**config.mk**
```make
export PLATFORM = sky130hd
export DESIGN_NAME = smacp_divider
export DESIGN_NICKNAME = d
export VERILOG_FILES = /design/src/sv/smacp_pkg.sv /design/src/sv/smacp_divider.sv
export SDC_FILE = /design/constraint.sdc
export NUM_CORES = 1
export LEC_CHECK = 0
export ABC_AREA = 0
export BUFFER_PORTS_ARGS = -buffer_cell sky130_fd_sc_hd__buf_2
export CORE_ASPECT_RATIO = 1.75
export CORE_MARGIN = 1.5
export CORE_UTILIZATION = 43
export CTS_BUF_LIST = sky130_fd_sc_hd__clkbuf_16
export CTS_CLUSTER_DIAMETER = 200
export DETAILED_ROUTE_END_ITERATION = 7
export PLACE_DENSITY_LB_ADDON = 0.3
export SLEW_MARGIN = 20
export SYNTH_ARGS = -nofsm -noshare
export SYNTH_HDL_FRONTEND = slang
export SYNTH_SLANG_ARGS = --single-unit
```
**constraint.sdc**
```tcl
create_clock -name clock -period 11.4 [get_ports clock]
set_input_delay 2.28 -clock clock [delete_from_list [all_inputs] [get_ports clock]]
set_output_delay 2.28 -clock clock [all_outputs]
set_load 0.03 [all_outputs]
```
**src/sv/smacp_pkg.sv**
```systemverilog
// Shared constants, types and helpers of the SMA crossover position tracker.
`default_nettype none
package smacp_pkg;

   localparam int WINDOW_MAX = 256;
   localparam int WIN_AW     = $clog2(WINDOW_MAX);
   localparam int CNT_W      = WIN_AW + 1;
   localparam int LEN_W      = 9;
   localparam int PRICE_W    = 32;
   localparam int TIME_W     = 63;
   localparam int FRAC_BITS  = 16;
   localparam int SUM_W      = PRICE_W + WIN_AW;
   localparam int PROD_W     = SUM_W + LEN_W;
   localparam int PNL_W      = 48;
   localparam int DD_W       = 47;
   // dividend: price * 100 (7 bits) shifted by the fraction, plus one bit for rounding
   localparam int DIVD_W     = PRICE_W + 7 + FRAC_BITS + 1;
   localparam int DCNT_W     = $clog2(DIVD_W);

   localparam logic [PNL_W-1:0] PNL_MAX = {1'b0, {(PNL_W-1){1'b1}}};
   localparam logic [PNL_W-1:0] PNL_MIN = {1'b1, {(PNL_W-1){1'b0}}};
   localparam logic [DD_W-1:0]  DD_MAX  = {DD_W{1'b1}};
   // one hundred percent in the quotient's fixed-point format
   localparam logic [DIVD_W-1:0] PCT_HUNDRED = DIVD_W'(100) << FRAC_BITS;

   typedef enum logic {
      CSR_SLOW_LEN = 1'b0,
      CSR_FAST_LEN = 1'b1
   } csr_index_type;

   typedef enum logic [3:0] {
      ST_IDLE,
      ST_SUM,
      ST_MUL,
      ST_DECIDE,
      ST_DIV,
      ST_BOOK_TOTAL,
      ST_BOOK_PEAK,
      ST_BOOK_DD,
      ST_OUT
   } state_type;

   typedef enum logic {
      WS_IDLE,
      WS_SWEEP
   } win_state_type;

   typedef enum logic [1:0] {
      DS_IDLE,
      DS_RUN,
      DS_FINAL
   } div_state_type;

   typedef struct packed {
      logic             done;
      logic [CNT_W-1:0] fill;
      logic [SUM_W-1:0] fast_sum;
      logic [SUM_W-1:0] slow_sum;
   } win_res_type;

   typedef struct packed {
      logic               done;
      logic [PNL_W-1:0]   pnl;
   } div_res_type;

   // clamp a window register to 1 .. WINDOW_MAX
   function automatic logic [CNT_W-1:0] eff_len(input logic [LEN_W-1:0] v);
      logic [CNT_W-1:0] r;
      if (v == '0) begin
         r = CNT_W'(1);
      end else if (int'(v) > WINDOW_MAX) begin
         r = CNT_W'(WINDOW_MAX);
      end else begin
         r = CNT_W'(v);
      end
      return r;
   endfunction

endpackage
`default_nettype wire

```
**src/sv/smacp_divider.sv**
```systemverilog
// Bit-serial restoring divider for the trade profit percentage.
`default_nettype none
module smacp_divider (
   input  wire logic                           clock,
   input  wire logic                           reset,
   input  wire logic                           start,
   input  wire logic [smacp_pkg::PRICE_W-1:0]  num,
   input  wire logic [smacp_pkg::PRICE_W-1:0]  den,
   output smacp_pkg::div_res_type              res
);

   smacp_pkg::div_state_type        state_ff;
   logic [smacp_pkg::DCNT_W-1:0]    cnt_ff;
   logic [smacp_pkg::DIVD_W-1:0]    divd_ff;
   logic [smacp_pkg::PRICE_W-1:0]   rem_ff;
   logic [smacp_pkg::PRICE_W-1:0]   den_ff;
   logic [smacp_pkg::PNL_W-1:0]     pnl_ff;
   logic                            done_ff;

   logic [smacp_pkg::DIVD_W-1:0]    num_ext;
   logic [smacp_pkg::DIVD_W-1:0]    dividend;
   logic [smacp_pkg::PRICE_W:0]     rem_sh;
   logic [smacp_pkg::PRICE_W:0]     rem_sub;
   logic                            q_bit;
   logic [smacp_pkg::DIVD_W-1:0]    q_diff;

   always_comb begin
      // num * 100 as shifts, then scale and add half the divisor for rounding
      num_ext  = smacp_pkg::DIVD_W'(num);
      dividend = (((num_ext << 6) + (num_ext << 5) + (num_ext << 2)) << smacp_pkg::FRAC_BITS)
                 + smacp_pkg::DIVD_W'(den >> 1);
      rem_sh   = {rem_ff, divd_ff[smacp_pkg::DIVD_W-1]};
      rem_sub  = rem_sh - {1'b0, den_ff};
      q_bit    = rem_sh >= {1'b0, den_ff};
      q_diff   = divd_ff - smacp_pkg::PCT_HUNDRED;
   end

   always_ff @(posedge clock) begin
      if (reset) begin
         state_ff <= smacp_pkg::DS_IDLE;
         done_ff  <= 1'b0;
      end else begin
         done_ff <= 1'b0;
         unique case (state_ff)
            smacp_pkg::DS_IDLE: begin
               if (start) begin
                  if (den == '0) begin
                     pnl_ff  <= smacp_pkg::PNL_MAX;
                     done_ff <= 1'b1;
                  end else begin
                     state_ff <= smacp_pkg::DS_RUN;
                  end
               end
            end
            smacp_pkg::DS_RUN: begin
               if (int'(cnt_ff) == smacp_pkg::DIVD_W - 1) begin
                  state_ff <= smacp_pkg::DS_FINAL;
               end
            end
            smacp_pkg::DS_FINAL: begin
               // shift back by 100 percent, saturate large gains
               if (divd_ff >= smacp_pkg::PCT_HUNDRED &&
                   q_diff > smacp_pkg::DIVD_W'(smacp_pkg::PNL_MAX)) begin
                  pnl_ff <= smacp_pkg::PNL_MAX;
               end else begin
                  pnl_ff <= q_diff[smacp_pkg::PNL_W-1:0];
               end
               done_ff  <= 1'b1;
               state_ff <= smacp_pkg::DS_IDLE;
            end
            default: begin
               state_ff <= smacp_pkg::DS_IDLE;
            end
         endcase
      end
   end

   // one quotient bit per cycle, quotient shifts into the dividend register
   always_ff @(posedge clock) begin
      if (state_ff == smacp_pkg::DS_IDLE && start) begin
         divd_ff <= dividend;
         rem_ff  <= '0;
         den_ff  <= den;
         cnt_ff  <= '0;
      end else if (state_ff == smacp_pkg::DS_RUN) begin
         rem_ff  <= q_bit ? rem_sub[smacp_pkg::PRICE_W-1:0] : rem_sh[smacp_pkg::PRICE_W-1:0];
         divd_ff <= {divd_ff[smacp_pkg::DIVD_W-2:0], q_bit};
         cnt_ff  <= cnt_ff + smacp_pkg::DCNT_W'(1);
      end
   end

   assign res.done = done_ff;
   assign res.pnl  = pnl_ff;

endmodule
`default_nettype wire

```
# == Yosys cells after proc, flatten, opt, wreduce, memory -nomap -nowiden ==
# Cells that the tools add are included.
# totals
register_bits,177
latchBits,0
mem_bits_rw,0
romBits,0
in_bits,67
output_inout_bits,49
word_cells,46
memories,0
# op_classes
add_sub_neg,6
mul,0
n_div,0
magnitude_cmp,3
eq_ne,7
shifts,0
mux,14
bitwise_logic,1
n_reduce_logical,8
# op_table
operator,n
48-bit 2-to-1 mux,3
56-bit 2-to-1 mux,2
48-bit one-hot mux with 2 select lines,1
56-bit by 31-bit adder with 56-bit output,1
56-bit by 23-bit >= comparator with 1-bit output (second input constant),1
56-bit by 47-bit > comparator with 1-bit output (second input constant),1
56-bit by 23-bit subtractor with 56-bit output (second input constant),1
39-bit by 34-bit adder with 40-bit output,1
38-bit by 37-bit adder with 39-bit output,1
33-bit by 32-bit >= comparator with 1-bit output,1
32-bit logical NOT,1
32-bit 2-to-1 mux,1
32-bit subtractor,1
2-bit inequality test (second input constant),4
6-bit by 1-bit adder with 6-bit output (second input constant),1
6-bit by 5-bit == test with 1-bit output (second input constant),1
2-bit 2-to-1 mux,3
2-bit one-hot mux with 2 select lines,1
4-bit AND reduction,1
2-bit nonzero test,2
3-bit AND reduction,1
2-bit by 1-bit == test with 1-bit output (second input constant),1
2-bit == test (second input constant),1
1-bit logical AND,2
4 further kinds,5

# == Depth between registers and ports, before layout ==
# depth
depth_word,5
ltp_mapped,20
ltp_nobuf,20

# == Worst setup path before layout ==
# Ideal clock, no wire load.
# synth_timing
path_kind,input-to-reg
startpoint,input den[25] (netlist bit)
endpoint,register pnl_ff[0] (netlist bit) (enable)
setup_time_ns,0.513
arrival_time_ns,6.148
t_required_ns,10.887
path_slack_ns,4.739
stages,5
path_buffers,0
path_cell_list,nor4_1 > nand4_1 > nor2_1 > a21oi_1 > nor3_1
# synth_via
elab_chain_cells,3
# synth_lines
item,line_no,text
from (decl),smacp_divider.sv:8,"input wire logic [smacp_pkg::PRICE_W-1:0] den,"
32-bit logical NOT,smacp_divider.sv:47,if (den == '0) begin
2-bit inequality test (no line),--,
4-bit AND reduction (no line),--,
to (signal assigned),smacp_divider.sv:48,pnl_ff <= smacp_pkg::PNL_MAX;
to (signal assigned),smacp_divider.sv:64,pnl_ff <= smacp_pkg::PNL_MAX;
to (signal assigned),smacp_divider.sv:66,pnl_ff <= q_diff[smacp_pkg::PNL_W-1:0];
to (decl),smacp_divider.sv:17,logic [smacp_pkg::PNL_W-1:0] pnl_ff;
# No other way between the ends.
# A chain may end at the register's enable or synchronous reset.

# == Final worst setup path ==
# layout_timing
startpoint,input num[0] (netlist bit)
endpoint,"register divd_ff[54] (netlist bit), data pin"
# layout_via
elab_chain_cells,4
# layout_lines
item,line_no,text
from (decl),smacp_divider.sv:7,"input wire logic [smacp_pkg::PRICE_W-1:0] num,"
38-bit by 37-bit adder with 39-bit output,smacp_divider.sv:30,dividend = (((num_ext << 6) + (num_ext << 5) + (num_ext << 2)) << smacp_pkg::FRAC_BITS)
39-bit by 34-bit adder with 40-bit output (*),smacp_divider.sv:30,
56-bit by 31-bit adder with 56-bit output (*),smacp_divider.sv:31,+ smacp_pkg::DIVD_W'(den >> 1);
56-bit 2-to-1 mux (*),smacp_divider.sv:80,if (state_ff == smacp_pkg::DS_IDLE && start) begin
to (signal assigned),smacp_divider.sv:81,divd_ff <= dividend;
to (signal assigned),smacp_divider.sv:87,"divd_ff <= {divd_ff[smacp_pkg::DIVD_W-2:0], q_bit};"
to (decl),smacp_divider.sv:14,logic [smacp_pkg::DIVD_W-1:0] divd_ff;
# Mark *: on every way between the ends. The rest lies on a longest branch, timed or not.

==> metrics.md <==
| Metric | Value |
|---|---|
| Status | finished clean |
| Area leader, netlist | edfxtp_1 |
| Yosys reg bits | 177 |
| Count of different cell masters after synthesis | 79 |
| Initial DRT Pass Iterations | 5 |
| Flop pwr share | 34.0% |
| Sequential share of the synthesized area | 37.8% |
| P per Cell Area | 188 nW/um^2 |
| Clock root buffer | clkbuf_16 |
| WL final | 33.3 mm |
| Antenna cells | 0 |
| RSZ-0062 raised after global routing | no |
| Core outline area | 29500 sq um |
| # hold bufs at CTS | 0 |
| Setup Crit Path Kind | in -> reg |
| Final core occ | 48.7% |
| First-pass GRT wire length | 53.0 mm |
| Final #Nets | 1684 |
| Slew Viols, Final | 0 |
| Std cell rows | 83 |
| Dpl cells | 1864 |
| H-Tree Depth | 4 |
| Vias/cell | 5.65 |
| Combinational Power Share | 46.7% |
| Mapped Avg Cell Area | 9.19 sq um |
| Pin count of the biggest net entering global routing | 90 |
| Via Count | 10700 |
| Skew-Pair Late Insertion Delay | 0.43 ns |
| Least-Margin Pin Slew | 1.04 ns |
| Fmax | 0.154 GHz |
| Gr usage total | 21.6% |
| Clock Skew | 0.00874 ns |
| DR iter-0 viols | 566 |
| Number of synthesized flops with an enable pin | 136 |
| CP required | 11.65 ns |
| Asr flop ratio synth | 0% |
| Clk sink count | 177 |
| Die area | 31200 sq um |
| Tcrit/Tclk final | 56.9% |
| Primary FF master, synth | edfxtp_1 |
| Initial Utilization | 43.9% |
| Max clock buf depth | 2 |
| Internal power | 1640 uW |
| Grt ovf | 0 |
| Die boundary width | 134 um |
| Area delta synth->final | 10.9% |
| Crit start category | input pin |
| Clock buffer count from CTS | 17 |
| Number of remaining DRC errors | 0 |
| Max_slew headroom | 29.4% |
| Initial antenna violation count | 0 |
| Clock power share | 19.3% |
| Worst-path fanout max | 6 |
| Syn nets | 1593 |
| # Post-CTS Setup Buffers | 0 |
| CP endpoint kind | flip-flop |
| Total negative slack | 0 ns |
| Switch share | 39.6% |
| Largest cells by area after synthesis | edfxtp_1 (32%), ha_1 (8.2%), dfxtp_1 (6.3%) |
| Synth top area share | 31.5% |
| Synth Warn # | 0 |
| PostCTS Resize Cnt | 0 |
| Vias in the first global route | 10500 |
| Synth top cells by count | nand2_1 (199), edfxtp_1 (136), o21ai_0 (104) |
| Switching pwr | 1070 uW |
| Fin Hold WS | 0.484 ns |
| Final setup violation count | 0 |
| Setup ws final | 4.91 ns |
| ANT nets after route | 0 |
| CP arrival | 6.74 ns |
| Clock transition at path regs | 0.06 ns |
| Avg WL per Cell | 17.6 um |
| PortBufs | 115 |
| CTS tree | yes |
| Die Ht | 233 um |
| Top-Level Pins | 116 |
| Hpwl dp | 26.5 mm |
| Hold WC Path Type | reg -> reg |
| Peak supply drop | 0.000105 V |
| Layout cells sized above 1 | 12.2% |
| Final count of hold timing violations | 0 |
| Pleak | 0.00559 uW |
| Max-cap violations | 0 |
| Period minus WS final | 6.49 ns |
| Layout fillers | 2861 |
| Place WS | 4.57 ns |
| Netlist Area Pre-Place | 13000 sq um |
| Post-Synthesis Cells | 1410 |
| Count leader, synth | nand2_1 |
| Non-filler cells, final | 1895 |
| Gpl congestion | 0.892 |
==> state kept, by name (all words and copies together) (netlist names) <==
name / flops
cnt_ff: 6
den_ff: 32
divd_ff: 56
done_ff: 1
pnl_ff: 48
rem_ff: 32
state_ff: 2
==> cells in the final DEF, fill, tap and decap left out, types with 5 or more instances in the layout <==
cell type,synthesis,layout
o21ai_0,104,104
o21a_1,10,10
inv_1,62,66
and3_1,14,14
or3_1,15,15
a211oi_1,9,9
buf_2,6,115
nand2_2,10,11
a32oi_1,6,6
mux2i_1,14,14
nand2b_1,38,38
a21o_1,43,43
a211o_1,5,5
fa_1,31,31
nor2b_1,10,10
nor2_1,91,90
edfxtp_1,136,136
nor4_1,20,20
dfxtp_1,41,41
ha_1,85,85
xnor2_1,57,57
buf_4,2,8
nand2_1,199,198
or4_1,6,6
clkbuf_16,0,17
and2_1,9,9
xor2_1,40,40
a21oi_1,87,87
o31ai_1,6,6
or2_2,5,5
a31oi_1,9,9
o21bai_1,7,7
nand3_1,37,37
o31a_1,6,6
nand4_1,25,25
nor3_1,35,34
o211ai_1,14,14
==> path summary, 6_finish.rpt <==
path	from	endpoint	slack, ns	depth (start not counted)
min reg2reg	rem_ff[17]	rem_ff[17]	0.48	2
min	rem_ff[17]	rem_ff[17]	0.48	2
max reg2reg	divd_ff[18]	pnl_ff[28]	6.83	13
max	num[0]	divd_ff[54]	4.91	15
==> per-layer routing <==
metal / vias up / share of wire, % / track usage, %
met2: 244 / 56 / 42.5
met1: 5098 / 37 / 22.5
met4: 0 / 3.8 / 9.91
li1: 5296 / - / -
met3: 72 / 3.4 / 2.44
met5: - / 0 / 0
==> layout make-up <==
| cell class | instances | area [sq um] | share of cell area, % |
|---|---|---|---|
| multi-input combinational | 1120 | 7600 | 52.9 |
| clock inverter | 14 | 90.1 | 0.627 |
| tap | 382 | 478 | 3.33 |
| timing repair buffer | 123 | 636 | 4.42 |
| sequential | 177 | 4900 | 34.1 |
| inverter | 62 | 233 | 1.62 |
| clock buffer | 17 | 425 | 2.96 |
==> cells by family (layout without fill, tap and decap cells) <==
kind of cell | Yosys count | after routing | share of synthesized area, %
DFF | 177 | 177 | 37.8
AOI/OAI and AO/OA | 355 | 355 | 17.6
adders and majority gates | 116 | 116 | 13.0
and+or+nand+nor | 537 | 537 | 20.2
buffers and inverters | 113 | 216 | 3.60
muxes | 15 | 15 | 1.17
xor gates and xnor gates | 97 | 97 | 6.55
==> per-stage QoR <==
step | total power [uW] | cell area, sq um
after floorplan | 1900 | 13000
after global placement | 2160 | 13900
after detailed placement | 2190 | 13900
after CTS | 2710 | 14400
after global routing | 2910 | 14400
final | 2710 | 14400
==> power by group through the flow <==
stage	Clock [uW]	Sequential (uW)	Combinational, uW
after CTS	531	921	1260
final	522	920	1260
after global placement	0	929	1230
after floorplan	0	899	996
after detailed placement	0	933	1250
after global routing	557	935	1410
==> critical path, cell delays in order <==
cell and delay [ns]:
buf_2 0.13, fa_1 0.53, ha_1 0.19, inv_1 0.06, fa_1 0.39, nand2b_1 0.18
a21o_1 0.22, a31oi_1 0.36, a21oi_1 0.23, a31o_2 0.29, xor2_1 0.17, nor4b_1 0.88
nand3_1 0.35, o21a_1 0.27, o31ai_1 0.20
Power figures use the tool's default switching activity.
